===== config.mk =====
export PLATFORM = sky130hd
export DESIGN_NAME = binary_semaphore_table_with_fifo_waiters_flat
export DESIGN_NICKNAME = d
export VERILOG_FILES = /design/src/hw/rtl/bsem_pkg.sv /design/src/hw/rtl/bsem_ifs.sv /design/src/hw/rtl/bsem_ctrl.sv /design/src/hw/rtl/bsem_dpath.sv /design/src/hw/rtl/binary_semaphore_table_with_fifo_waiters.sv /design/src/flat_wrapper.sv
export SDC_FILE = /design/constraint.sdc
export NUM_CORES = 2
export LEC_CHECK = 0
export ABC_AREA = 1
export ABC_CLOCK_PERIOD_IN_PS = 6100
export BUFFER_PORTS_ARGS = -buffer_cell sky130_fd_sc_hd__buf_2
export CORE_ASPECT_RATIO = 0.5
export CORE_MARGIN = 5
export CORE_UTILIZATION = 53
export CTS_CLUSTER_SIZE = 8
export DETAILED_ROUTE_END_ITERATION = 7
export PLACE_DENSITY = 0.68
export SYNTH_ARGS = -nofsm -noshare
export SYNTH_HDL_FRONTEND = slang
export SYNTH_HIERARCHICAL = 1
export SYNTH_SLANG_ARGS = --single-unit

===== constraint.sdc =====
create_clock -name clock -period 6.1 [get_ports clock]
set_clock_uncertainty 0.2 [all_clocks]
set_input_delay 0.305 -clock clock [delete_from_list [all_inputs] [get_ports clock]]
set_output_delay 0.305 -clock clock [all_outputs]
set_load 0.05 [all_outputs]

===== src/hw/rtl/bsem_pkg.sv =====
`timescale 1ns / 1ps
// shared types and codes for the binary semaphore table
// no dependencies

package bsem_pkg;

   localparam int OP_W     = 2;
   localparam int SEM_W    = 4;
   localparam int REQ_W    = 8;
   localparam int MODE_W   = 2;
   localparam int STATUS_W = 3;
   localparam int WAKE_W   = 8;
   // sem_id can only name this many semaphores
   localparam int SEM_REACH = 1 << SEM_W;

   typedef enum logic [OP_W-1:0] {
      OP_GET    = 2'd0,
      OP_FREE   = 2'd1,
      OP_WAIT   = 2'd2,
      OP_SIGNAL = 2'd3
   } op_type;

   typedef enum logic [STATUS_W-1:0] {
      ST_OK         = 3'd0,
      ST_BLOCK      = 3'd1,
      ST_BAD_MODE   = 3'd2,
      ST_NO_FREE    = 3'd3,
      ST_QUEUE_FULL = 3'd4,
      ST_NOT_HELD   = 3'd5
   } status_type;

   // controller to datapath
   typedef struct packed {
      logic load;    // capture the accepted transaction, read the ring head
      logic commit;  // update the table and load the result register
   } cmd_type;

endpackage


===== src/hw/rtl/bsem_ifs.sv =====
`timescale 1ns / 1ps
// valid/ready channel interfaces for requests and results
// depends on bsem_pkg

interface bsem_req_if;
   logic                          valid;
   logic                          ready;
   logic [bsem_pkg::OP_W-1:0]     op;
   logic [bsem_pkg::SEM_W-1:0]    sem_id;
   logic [bsem_pkg::REQ_W-1:0]    requester;
   logic [bsem_pkg::MODE_W-1:0]   mode;

   modport source (output valid, op, sem_id, requester, mode, input ready);
   modport sink   (input valid, op, sem_id, requester, mode, output ready);
endinterface

interface bsem_rsp_if;
   logic                           valid;
   logic                           ready;
   logic [bsem_pkg::STATUS_W-1:0]  status;
   logic [bsem_pkg::SEM_W-1:0]     granted_id;
   logic                           wake_valid;
   logic [bsem_pkg::WAKE_W-1:0]    wake_id;

   modport source (output valid, status, granted_id, wake_valid, wake_id, input ready);
   modport sink   (input valid, status, granted_id, wake_valid, wake_id, output ready);
endinterface


===== src/hw/rtl/bsem_ctrl.sv =====
`timescale 1ns / 1ps
// sequencing fsm: accept, execute, result register handshake
// depends on bsem_pkg

module bsem_ctrl (
   input  logic              clock,
   input  logic              reset,
   input  logic              req_valid,
   output logic              req_ready,
   output logic              rsp_valid,
   input  logic              rsp_ready,
   output bsem_pkg::cmd_type cmd
);

   typedef enum logic [1:0] {
      S_IDLE = 2'b01,
      S_EXEC = 2'b10
   } state_type;

   state_type state_ff, state_in;
   logic      rsp_valid_ff, rsp_valid_in;
   logic      slot_free;

   assign req_ready  = (state_ff == S_IDLE);
   assign rsp_valid  = rsp_valid_ff;
   // result register can take a new result this cycle
   assign slot_free  = !rsp_valid_ff || rsp_ready;
   assign cmd.load   = req_valid && req_ready;
   assign cmd.commit = (state_ff == S_EXEC) && slot_free;

   always_comb begin
      state_in = state_ff;
      unique case (state_ff)
         S_IDLE: begin
            if (cmd.load) state_in = S_EXEC;
         end
         S_EXEC: begin
            if (slot_free) state_in = S_IDLE;
         end
         default: state_in = S_IDLE;
      endcase
   end

   always_comb begin
      if (cmd.commit) begin
         rsp_valid_in = 1'b1;
      end else if (rsp_ready) begin
         rsp_valid_in = 1'b0;
      end else begin
         rsp_valid_in = rsp_valid_ff;
      end
   end

   always_ff @(posedge clock) begin
      if (reset) begin
         state_ff     <= S_IDLE;
         rsp_valid_ff <= 1'b0;
      end else begin
         state_ff     <= state_in;
         rsp_valid_ff <= rsp_valid_in;
      end
   end

endmodule


===== src/hw/rtl/bsem_dpath.sv =====
`timescale 1ns / 1ps
// semaphore table, per-semaphore wait rings and result register
// depends on bsem_pkg

module bsem_dpath #(
   parameter int NUM_SEMS    = 16,
   parameter int QUEUE_DEPTH = 16,
   parameter int ID_BITS     = 8
) (
   input  logic                            clock,
   input  logic                            reset,
   input  bsem_pkg::cmd_type               cmd,
   input  logic [bsem_pkg::OP_W-1:0]       req_op,
   input  logic [bsem_pkg::SEM_W-1:0]      req_sem_id,
   input  logic [bsem_pkg::REQ_W-1:0]      req_requester,
   input  logic [bsem_pkg::MODE_W-1:0]     req_mode,
   output logic [bsem_pkg::STATUS_W-1:0]   rsp_status,
   output logic [bsem_pkg::SEM_W-1:0]      rsp_granted_id,
   output logic                            rsp_wake_valid,
   output logic [bsem_pkg::WAKE_W-1:0]     rsp_wake_id
);

   // only indices reachable through sem_id get storage
   localparam int SEMS_USED = (NUM_SEMS < bsem_pkg::SEM_REACH) ? NUM_SEMS
                                                                 : bsem_pkg::SEM_REACH;
   localparam int SIW       = $clog2(SEMS_USED);
   localparam int PW        = $clog2(QUEUE_DEPTH);
   localparam int CW        = $clog2(QUEUE_DEPTH + 1);
   localparam int EW        = (ID_BITS < bsem_pkg::REQ_W) ? ID_BITS : bsem_pkg::REQ_W;
   localparam int MEM_DEPTH = 1 << (SIW + PW);

   // semaphore table
   logic           in_use_ff [SEMS_USED];
   logic           held_ff   [SEMS_USED];
   logic [PW-1:0]  head_ff   [SEMS_USED];
   logic [CW-1:0]  count_ff  [SEMS_USED];

   // wait rings, one row of QUEUE_DEPTH slots per semaphore
   logic [EW-1:0]  ring_mem  [MEM_DEPTH];
   logic [EW-1:0]  rdata_ff;

   // captured transaction
   bsem_pkg::op_type            op_ff;
   logic [SIW-1:0]              sidx_ff;
   logic                        valid_ff;
   logic [EW-1:0]               req_ff;
   logic [bsem_pkg::MODE_W-1:0] mode_ff;

   // result register
   logic [bsem_pkg::STATUS_W-1:0] status_ff;
   logic [bsem_pkg::SEM_W-1:0]    granted_ff;
   logic                          wake_valid_ff;
   logic [bsem_pkg::WAKE_W-1:0]   wake_id_ff;

   logic                  in_range;
   logic [SIW-1:0]        rd_sidx;

   logic                  cur_in_use, cur_held;
   logic [PW-1:0]         cur_head;
   logic [CW-1:0]         cur_count;
   logic                  free_found;
   logic [SIW-1:0]        free_idx;
   logic [CW:0]           tail_sum;
   logic [PW-1:0]         tail;
   logic [PW:0]           head_inc;
   logic [PW-1:0]         head_next;

   bsem_pkg::status_type          status_in;
   logic [bsem_pkg::SEM_W-1:0]    granted_in;
   logic                          wake_valid_in;
   logic [bsem_pkg::WAKE_W-1:0]   wake_id_in;
   logic                          upd_en;
   logic [SIW-1:0]                upd_idx;
   logic                          upd_in_use, upd_held;
   logic [PW-1:0]                 upd_head;
   logic [CW-1:0]                 upd_count;
   logic                          ring_we;

   assign in_range = (32'(req_sem_id) < NUM_SEMS);
   assign rd_sidx  = in_range ? req_sem_id[SIW-1:0] : '0;

   always_ff @(posedge clock) begin
      if (reset) begin
         op_ff    <= bsem_pkg::OP_GET;
         sidx_ff  <= '0;
         valid_ff <= 1'b0;
         req_ff   <= '0;
         mode_ff  <= '0;
      end else if (cmd.load) begin
         op_ff    <= bsem_pkg::op_type'(req_op);
         sidx_ff  <= rd_sidx;
         valid_ff <= in_range;
         req_ff   <= req_requester[EW-1:0];
         mode_ff  <= req_mode;
      end
   end

   always_ff @(posedge clock) begin
      if (cmd.load) begin
         // oldest waiter, used only by signal
         rdata_ff <= ring_mem[{rd_sidx, head_ff[rd_sidx]}];
      end
      if (ring_we) begin
         ring_mem[{sidx_ff, tail}] <= req_ff;
      end
   end

   assign cur_in_use = in_use_ff[sidx_ff];
   assign cur_held   = held_ff[sidx_ff];
   assign cur_head   = head_ff[sidx_ff];
   assign cur_count  = count_ff[sidx_ff];

   // lowest free semaphore for get
   always_comb begin
      free_found = 1'b0;
      free_idx   = '0;
      for (int i = SEMS_USED - 1; i >= 0; i--) begin
         if (!in_use_ff[i]) begin
            free_found = 1'b1;
            free_idx   = SIW'(i);
         end
      end
   end

   // ring positions wrap at QUEUE_DEPTH
   assign tail_sum = (CW+1)'(cur_head) + (CW+1)'(cur_count);
   assign tail     = (32'(tail_sum) >= QUEUE_DEPTH)
                     ? PW'(tail_sum - (CW+1)'(QUEUE_DEPTH)) : PW'(tail_sum);
   assign head_inc  = (PW+1)'(cur_head) + (PW+1)'(1);
   assign head_next = (32'(head_inc) == QUEUE_DEPTH) ? '0 : PW'(head_inc);

   always_comb begin
      status_in     = bsem_pkg::ST_OK;
      granted_in    = '0;
      wake_valid_in = 1'b0;
      wake_id_in    = '0;
      upd_en        = 1'b0;
      upd_idx       = sidx_ff;
      upd_in_use    = cur_in_use;
      upd_held      = cur_held;
      upd_head      = cur_head;
      upd_count     = cur_count;
      ring_we       = 1'b0;
      unique case (op_ff)
         bsem_pkg::OP_GET: begin
            if (mode_ff > bsem_pkg::MODE_W'(1)) begin
               status_in = bsem_pkg::ST_BAD_MODE;
            end else if (!free_found) begin
               status_in = bsem_pkg::ST_NO_FREE;
            end else begin
               upd_en     = 1'b1;
               upd_idx    = free_idx;
               upd_in_use = 1'b1;
               upd_held   = mode_ff[0];
               upd_head   = '0;
               upd_count  = '0;
               granted_in = bsem_pkg::SEM_W'(free_idx);
            end
         end
         bsem_pkg::OP_FREE: begin
            if (valid_ff && cur_in_use) begin
               upd_en     = 1'b1;
               upd_in_use = 1'b0;
               upd_held   = 1'b0;
               upd_head   = '0;
               upd_count  = '0;
            end
         end
         bsem_pkg::OP_WAIT: begin
            priority if (!valid_ff) begin
               status_in = bsem_pkg::ST_NOT_HELD;
            end else if (!cur_held) begin
               upd_en   = 1'b1;
               upd_held = 1'b1;
            end else if (32'(cur_count) >= QUEUE_DEPTH) begin
               status_in = bsem_pkg::ST_QUEUE_FULL;
            end else begin
               upd_en    = 1'b1;
               upd_count = cur_count + CW'(1);
               ring_we   = cmd.commit;
               status_in = bsem_pkg::ST_BLOCK;
            end
         end
         bsem_pkg::OP_SIGNAL: begin
            priority if (!valid_ff || !cur_held) begin
               status_in = bsem_pkg::ST_NOT_HELD;
            end else if (cur_count != '0) begin
               // hand over: value stays 1 for the woken requester
               upd_en        = 1'b1;
               upd_head      = head_next;
               upd_count     = cur_count - CW'(1);
               wake_valid_in = 1'b1;
               wake_id_in    = bsem_pkg::WAKE_W'(rdata_ff);
            end else begin
               upd_en   = 1'b1;
               upd_held = 1'b0;
            end
         end
         default: status_in = bsem_pkg::ST_OK;
      endcase
   end

   always_ff @(posedge clock) begin
      if (reset) begin
         for (int i = 0; i < SEMS_USED; i++) begin
            in_use_ff[i] <= 1'b0;
            held_ff[i]   <= 1'b0;
            head_ff[i]   <= '0;
            count_ff[i]  <= '0;
         end
      end else if (cmd.commit && upd_en) begin
         in_use_ff[upd_idx] <= upd_in_use;
         held_ff[upd_idx]   <= upd_held;
         head_ff[upd_idx]   <= upd_head;
         count_ff[upd_idx]  <= upd_count;
      end
   end

   always_ff @(posedge clock) begin
      if (cmd.commit) begin
         status_ff     <= status_in;
         granted_ff    <= granted_in;
         wake_valid_ff <= wake_valid_in;
         wake_id_ff    <= wake_id_in;
      end
   end

   assign rsp_status     = status_ff;
   assign rsp_granted_id = granted_ff;
   assign rsp_wake_valid = wake_valid_ff;
   assign rsp_wake_id    = wake_id_ff;

   // a semaphore at value 0 never has waiters
   a_idle_sem_no_waiters: assert property (@(posedge clock) disable iff (reset)
      !cur_held |-> (cur_count == '0))
      else $error("semaphore at value 0 has queued waiters");

   a_count_bound: assert property (@(posedge clock) disable iff (reset)
      32'(cur_count) <= QUEUE_DEPTH)
      else $error("wait ring count beyond depth");

   a_wake_is_ok: assert property (@(posedge clock) disable iff (reset)
      (cmd.commit && wake_valid_in) |-> (status_in == bsem_pkg::ST_OK)
                                        && (op_ff == bsem_pkg::OP_SIGNAL))
      else $error("wake reported outside a successful signal");

   a_ring_write_then_count: assert property (@(posedge clock) disable iff (reset)
      ring_we |=> (count_ff[$past(sidx_ff)] == $past(cur_count) + CW'(1)))
      else $error("ring written without growing the waiter count");

endmodule


===== src/hw/rtl/binary_semaphore_table_with_fifo_waiters.sv =====
`timescale 1ns / 1ps
// Table of binary semaphores, each with a FIFO ring of waiting requester ids.
// A transaction passes from acceptance to the result register thus: the accept
// cycle reads the ring head of the addressed semaphore from the queue memory,
// then the execute state does the read-modify-write of the semaphore entry,
// writes the ring on a queued wait and loads the result. A new request is
// taken in the cycle after that, also while the previous result still waits
// on rsp_chan; the execute cycle holds only while the result register is
// still occupied. No clearing pass after reset: the table is ready at once.
// Depends on bsem_pkg, bsem_ifs, bsem_ctrl and bsem_dpath.

module binary_semaphore_table_with_fifo_waiters #(
   parameter int NUM_SEMS    = 16,
   parameter int QUEUE_DEPTH = 16,
   parameter int ID_BITS     = 8
) (
   input  logic              clock,
   input  logic              reset,
   bsem_req_if.sink          req_chan,
   bsem_rsp_if.source        rsp_chan
);

   bsem_pkg::cmd_type cmd;

   bsem_ctrl u_ctrl (
      .clock     (clock),
      .reset     (reset),
      .req_valid (req_chan.valid),
      .req_ready (req_chan.ready),
      .rsp_valid (rsp_chan.valid),
      .rsp_ready (rsp_chan.ready),
      .cmd       (cmd)
   );

   bsem_dpath #(
      .NUM_SEMS    (NUM_SEMS),
      .QUEUE_DEPTH (QUEUE_DEPTH),
      .ID_BITS     (ID_BITS)
   ) u_dpath (
      .clock          (clock),
      .reset          (reset),
      .cmd            (cmd),
      .req_op         (req_chan.op),
      .req_sem_id     (req_chan.sem_id),
      .req_requester  (req_chan.requester),
      .req_mode       (req_chan.mode),
      .rsp_status     (rsp_chan.status),
      .rsp_granted_id (rsp_chan.granted_id),
      .rsp_wake_valid (rsp_chan.wake_valid),
      .rsp_wake_id    (rsp_chan.wake_id)
   );

endmodule

===== src/flat_wrapper.sv =====
// flat-port wrapper written by rule: the top's interface ports become plain ports
module binary_semaphore_table_with_fifo_waiters_flat 
#(
   parameter int NUM_SEMS    = 16,
   parameter int QUEUE_DEPTH = 16,
   parameter int ID_BITS     = 8
)
  (clock, reset, req_chan_valid, req_chan_op, req_chan_sem_id, req_chan_requester, req_chan_mode, req_chan_ready, rsp_chan_valid, rsp_chan_status, rsp_chan_granted_id, rsp_chan_wake_valid, rsp_chan_wake_id, rsp_chan_ready);
  bsem_req_if req_chan_i ();
  bsem_rsp_if rsp_chan_i ();
  input  logic clock;
  input  logic reset;
  input wire logic [$bits(req_chan_i.valid)-1:0] req_chan_valid;
  input wire logic [$bits(req_chan_i.op)-1:0] req_chan_op;
  input wire logic [$bits(req_chan_i.sem_id)-1:0] req_chan_sem_id;
  input wire logic [$bits(req_chan_i.requester)-1:0] req_chan_requester;
  input wire logic [$bits(req_chan_i.mode)-1:0] req_chan_mode;
  output wire logic [$bits(req_chan_i.ready)-1:0] req_chan_ready;
  output wire logic [$bits(rsp_chan_i.valid)-1:0] rsp_chan_valid;
  output wire logic [$bits(rsp_chan_i.status)-1:0] rsp_chan_status;
  output wire logic [$bits(rsp_chan_i.granted_id)-1:0] rsp_chan_granted_id;
  output wire logic [$bits(rsp_chan_i.wake_valid)-1:0] rsp_chan_wake_valid;
  output wire logic [$bits(rsp_chan_i.wake_id)-1:0] rsp_chan_wake_id;
  input wire logic [$bits(rsp_chan_i.ready)-1:0] rsp_chan_ready;
  assign req_chan_i.valid = req_chan_valid;
  assign req_chan_i.op = req_chan_op;
  assign req_chan_i.sem_id = req_chan_sem_id;
  assign req_chan_i.requester = req_chan_requester;
  assign req_chan_i.mode = req_chan_mode;
  assign req_chan_ready = req_chan_i.ready;
  assign rsp_chan_valid = rsp_chan_i.valid;
  assign rsp_chan_status = rsp_chan_i.status;
  assign rsp_chan_granted_id = rsp_chan_i.granted_id;
  assign rsp_chan_wake_valid = rsp_chan_i.wake_valid;
  assign rsp_chan_wake_id = rsp_chan_i.wake_id;
  assign rsp_chan_i.ready = rsp_chan_ready;
  binary_semaphore_table_with_fifo_waiters #(.NUM_SEMS(NUM_SEMS), .QUEUE_DEPTH(QUEUE_DEPTH), .ID_BITS(ID_BITS)) u_core (.clock(clock), .reset(reset), .req_chan(req_chan_i), .rsp_chan(rsp_chan_i));
endmodule

# Word level (Yosys, flattened, before mapping)
# Memory sizes are Yosys's and may differ from the RTL's. A register that Yosys moved wholly into a read port is not among the register bits.
# Cells that the tools add are included.
classes:
  magnitude_cmp: 3
  n_eq_ne: 8
  reduce_logical: 20
  muxes: 115
  n_bitwise: 4
  add_sub_neg: 5
ops:
  columns: ["operator", "count"]
  rows:
  - ["4-bit 2-to-1 mux", 39]
  - ["1-bit 2-to-1 mux", 52]
  - ["5-bit 2-to-1 mux", 9]
  - ["5-bit case mux with 4 select lines", 1]
  - ["3-bit 2-to-1 mux", 4]
  - ["4-bit case mux with 3 select lines", 1]
  - ["3-bit case mux with 3 select lines", 1]
  - ["2-bit 2-to-1 mux", 4]
  - ["1-bit case mux with 4 select lines", 2]
  - ["4-bit by 5-bit adder with 6-bit output", 1]
  - ["2-bit == test (second input constant)", 3]
  - ["6-bit by 5-bit >= comparator with 1-bit output (second input constant)", 1]
  - ["3-bit OR reduction", 2]
  - ["4-bit by 1-bit adder with 5-bit output (second input constant)", 1]
  - ["5-bit by 1-bit adder with 5-bit output (second input constant)", 1]
  - ["5-bit == test (second input constant)", 1]
  - ["5-bit >= comparator (second input constant)", 1]
  - ["5-bit nonzero test", 1]
  - ["5-bit OR reduction", 1]
  - ["5-bit by 1-bit subtractor with 5-bit output (second input constant)", 1]
  - ["2-bit by 1-bit == test with 1-bit output (second input constant)", 2]
  - ["1-bit logical AND", 4]
  - ["1-bit inverter", 4]
  - ["2-bit case mux with 2 select lines", 1]
  - ["other kinds (13)", 17]
totals:
  memories: 5
  inputBits: 20
  regBits: 36
  output_inout_bits: 18
  wordCells: 171
  mem_bits_rw: 2224
memory_table:
  columns: ["name", "words", "word_bits", "read_ports", "rd_clocked_by_memory_dff", "write_ports", "line_no", "source"]
  rows:
  - ["u_core.u_dpath.ring_mem", 256, 8, 1, 1, 1, "bsem_dpath.sv:39", "logic [EW-1:0] ring_mem [MEM_DEPTH];"]
  - ["u_core.u_dpath.count_ff", 16, 5, 1, 1, 16, "bsem_dpath.sv:36", "logic [CW-1:0] count_ff [SEMS_USED];"]
  - ["u_core.u_dpath.head_ff", 16, 4, 2, 1, 16, "bsem_dpath.sv:35", "logic [PW-1:0] head_ff [SEMS_USED];"]
  - ["u_core.u_dpath.held_ff", 16, 1, 1, 1, 16, "bsem_dpath.sv:34", "logic held_ff [SEMS_USED];"]
  - ["u_core.u_dpath.in_use_ff", 16, 1, 17, 1, 16, "bsem_dpath.sv:33", "logic in_use_ff [SEMS_USED];"]

# Depth between registers and ports, before layout
# An unclocked memory read counts as a cell.
depth:
  depth_word: 26
  depth_mapped: 23
  depth_no_buf: 20

# By module
# Netlist, hierarchy kept.
modules_own_cells:
  columns: ["module", "instances", "seq_area_each_um2", "area_each_um2", "cells_per_inst"]
  rows:
  - ["bsem_dpath", 1, 67925.1, 100284.9, 9241]
  - ["bsem_ctrl", 1, 60.1, 152.6, 19]

# Least setup slack after synthesis
# No wires, ideal clock.
synth_timing:
  path_type: "register to register"
  start: "register u_core.u_dpath.req_ff[0]"
  end: "memory u_core/u_dpath/ring_mem[0][0] in the netlist's numbering, data pin"
  path_buffers: 0
  t_required_ps: 5045
  path_slack_ps: 1652
  arrival_time_ps: 3393
  path_stages_with_launch: 1
  synth_period_minus_slack_ps: 4448
  setup_time_ps: 855
  path_cell_list: "dfxtp_1"
synth_rtl:
  columns: ["element", "line_no", "source"]
  rows:
  - ["start: declaration", "bsem_dpath.sv:46", "logic [EW-1:0] req_ff;"]
  - ["start signal: assignment", "bsem_dpath.sv:93", "req_ff <= req_requester[EW-1:0];"]
  - ["end: declaration", "bsem_dpath.sv:39", null]
# Straight into the memory's write port.

==> results.toml <==
[routing]
totalWireLength_um = 282000
vias = 69900
firstDrtPassIters = 6
viasPerCell = 5.95
drt-initial-drc-count = 10100
route.detailed.drc = 0
detail-route-antenna-nets = 0
wl_per_cell_um = 24.0

[placed_design]
dp_cells = 11300
dp_hpwl_um = 159000
gp_congestion = 0.893
detailed_place.area_mm2 = 0.103
io_buffers = 37

[setup_path]
cpMaxStageDelayCell = "nor2_1"
worstRegToRegCells = 12
path_cells = "inv_2 -> o21ai_1 -> o22ai_1 -> o211ai_1 -> nand2_1 -> ha_1 -> fa_1 -> xnor2_1 -> inv_1 -> nor2_1 -> nand2_2 -> nor2_1"
critical_path_class = "flop to flop"
path_buf_inv = 2
crit_fanout = 44
cp_top_family = "simple AND/OR/NAND/NOR gates"
slowest_delay_ns = 0.98
cp_common_cell = "nor2_1"
cp-end-kind = "flop"
required_ns = 6.31
critPathLaunchType = "flop"
cp.depth = 12
r2r_end = "u_core/u_dpath/ring_mem[129][3]$_DFFE_PP_"
arrival_ns = 5.63
crit_path_end = "u_core/u_dpath/ring_mem[129][3]$_DFFE_PP_"
r2r_slack_ns = 0.69

[grt]
grt_max_degree = 206
met2_usage_pct = 42.0
met3_usage_pct = 6.65
grt_pass1_vias = 65600
grt_use_total_pct = 27.8
grt_pass1_wl_um = 420000
antenna_found_initial = 14
met1_usage_pct = 40.1
busiest_layer = "met2"
overflow = 0

[clock_network]
clk_latency_ns = 0.82
cts_resized = 0
ctsLongestPathBuffers = 4
holdBufCountCts = 18
post_cts_buffers = 0
ctsHtreeMaxLevel = 5
root_buffer = "clkbuf_16"
clk_pin_slew_ns = 0.05
cts_buffers = 326
cts_tree = "yes"
cts_sinks = 2272

[synthesis]
synth_xor_area_share_pct = 0.0349
synth_fa_ha_area_share_pct = 0.0947
synth_warnings = 6
synthTopCellsByArea = "edfxtp_1 (67%), nand3_1 (8.9%), nand2_1 (7.0%)"
synth_ff_type = "edfxtp_1"
ys_types = 49
syn-cell-area_mm2 = 0.100
synth-compound-area-share_pct = 2.57
synth_top_area_share_pct = 67.2
synthTopCellsByCount = "edfxtp_1 (2248), nand2_1 (1873), nand3_1 (1792)"
async_reset_ff_share_pct = 0
synth_area_per_cell_um2 = 10.8
synth_edf_count = 2248
yosysSeqAreaShare_pct = 67.7
synth_mux_area_share_pct = 0.0137
yosysTopAreaCell = "edfxtp_1"
synth.most_common_cell = "edfxtp_1"
synth_top_family_by_area = "simple AND/OR/NAND/NOR gates"
synth_cells = 9260
synth-seq-cells = 2272
synthSimpleGateAreaFrac_pct = 22.4
synth_nets = 9287

[sta]
finalMaxSlewViolations = 0
max_freq_ghz = 0.185
worst_pin_slew_ns = 1.37
fin_crit_ns = 5.41
setup_violations = 0
rsz0062_at_grt = "no"
hold_viol_final = 0
slew-limit-headroom_pct = 8.63
tns_ns = 0
holdWs_ns = 0.0616
final.period_utilization_pct = 88.7

[min_path]
worstHoldPathType = "input pin to flop"
whs_path_depth = 4

[final_layout]
nets = 9188
final_cells = 11800
syn_to_final_growth_pct = 10.9
drive_gt1_share_pct = 6.69
stdcell_area_mm2 = 0.111

[pwr]
p_leak_nw = 42.6
power-per-cell-area_mw_per_mm2 = 343
peakVddDrop_mv = 0.241

[run]
maxCapViolations = 0

[floorplan]
core.rowCount = 113
die_w_um = 626
coreArea_mm2 = 0.189
die_h_um = 318
ioPinCount = 38
dieArea_mm2 = 0.199
initial_core_util_pct = 53.1

[run_status]
outcome = "finished, final reports clean"
[layer usage]
layer | share of wire (%) | vias to the layer above
li1 | - | 31300
met1 | 40 | 33900
met2 | 45 | 4192
met3 | 12 | 544
met4 | 3.1 | 10
met5 | 0.036 | -
[flip-flops by register name, indices dropped and copies added, names as in the netlist, 2 cells and up, named ones only]
name and cells:
u_core/u_ctrl/state_ff 2, u_core/u_dpath/count_ff 80, u_core/u_dpath/head_ff 64, u_core/u_dpath/held_ff 16, u_core/u_dpath/in_use_ff 16, u_core/u_dpath/mode_ff 2, u_core/u_dpath/op_ff 2, u_core/u_dpath/rdata_ff 8
u_core/u_dpath/req_ff 8, u_core/u_dpath/ring_mem 2048, u_core/u_dpath/rsp_granted_id 4, u_core/u_dpath/rsp_status 3, u_core/u_dpath/rsp_wake_id 8, u_core/u_dpath/sidx_ff 4
[report_power, final]
group          total (mW)  leakage (nW)  internal (mW)  switching [mW]
Sequential           17.5          20.5           17.4           0.128
Combinational        4.82          17.8           1.10            3.72
Clock                15.9          4.24           9.70            6.15
[layout make-up]
type	instances	area, um2
diodes	5	12.5
clock buffers	380	8550
clock inverters	11	114
fillers	15100	77700
inverters	1143	4320
multi-input cells	5231	25300
flip-flops and latches	2272	68000
well taps	2530	3170
repair buffers	187	1980
[worst min-delay path, cell delays in order]
cell	delay (ns)
dlygate4sd3_1	0.52
buf_2	0.09
nor2_1	0.04
nor2_1	0.08
[how the worst min path moves through the flow]
stage                                                      start                                     end  slack [ns]
after floorplan                                            reset  u_core/u_ctrl/state_ff[1]$_SDFFE_PP0P_        0.17
after global placement    u_core/u_dpath/mode_ff[1]$_SDFFE_PP0P_  u_core/u_dpath/mode_ff[1]$_SDFFE_PP0P_        0.27
after detailed placement  u_core/u_dpath/mode_ff[1]$_SDFFE_PP0P_  u_core/u_dpath/mode_ff[1]$_SDFFE_PP0P_        0.28
after CTS                                  req_chan_requester[6]   u_core/u_dpath/req_ff[6]$_SDFFE_PP0P_       0.005
after global routing                       req_chan_requester[6]   u_core/u_dpath/req_ff[6]$_SDFFE_PP0P_        0.06
final                                      req_chan_requester[6]   u_core/u_dpath/req_ff[6]$_SDFFE_PP0P_        0.06
[cells in the final DEF, fill, tap and decap left out, drive strengths merged, types with 6 or more instances in the layout]
master          n
a21oi          52
buf           169
clkbuf        380
dfxtp          24
dlygate4sd3    18
edfxtp       2248
ha              6
inv          1150
nand2        1907
nand3        1797
nand3b        505
nor2          567
nor3            8
o211ai        145
o21ai         197
o221ai         12
or2            10
[per-stage QoR]
stage	total power [mW]	setup slack, ns	utilization (%)
2_1_floorplan	20.6	1.65	-
3_3_place_gp	22.4	0.785	54.2
3_5_place_dp	22.5	0.754	54.2
4_1_cts	38.2	0.762	58.9
5_1_grt	39.4	0.476	58.9
6_report	38.2	0.687	58.9
[logic make-up (layout without fill, tap and decap cells)]
group | Yosys count | in the layout
adder cells (fa/ha/maj) | 7 | 7
flip-flops | 2272 | 2272
AND/OR/NAND/NOR | 4800 | 4800
AO/OA/AOI/OAI | 419 | 419
XOR/XNOR | 4 | 4
buffers and inverters | 1757 | 1721
other | 0 | 5
multiplexers | 1 | 1
No activity file was read; power rests on OpenSTA's default activity.
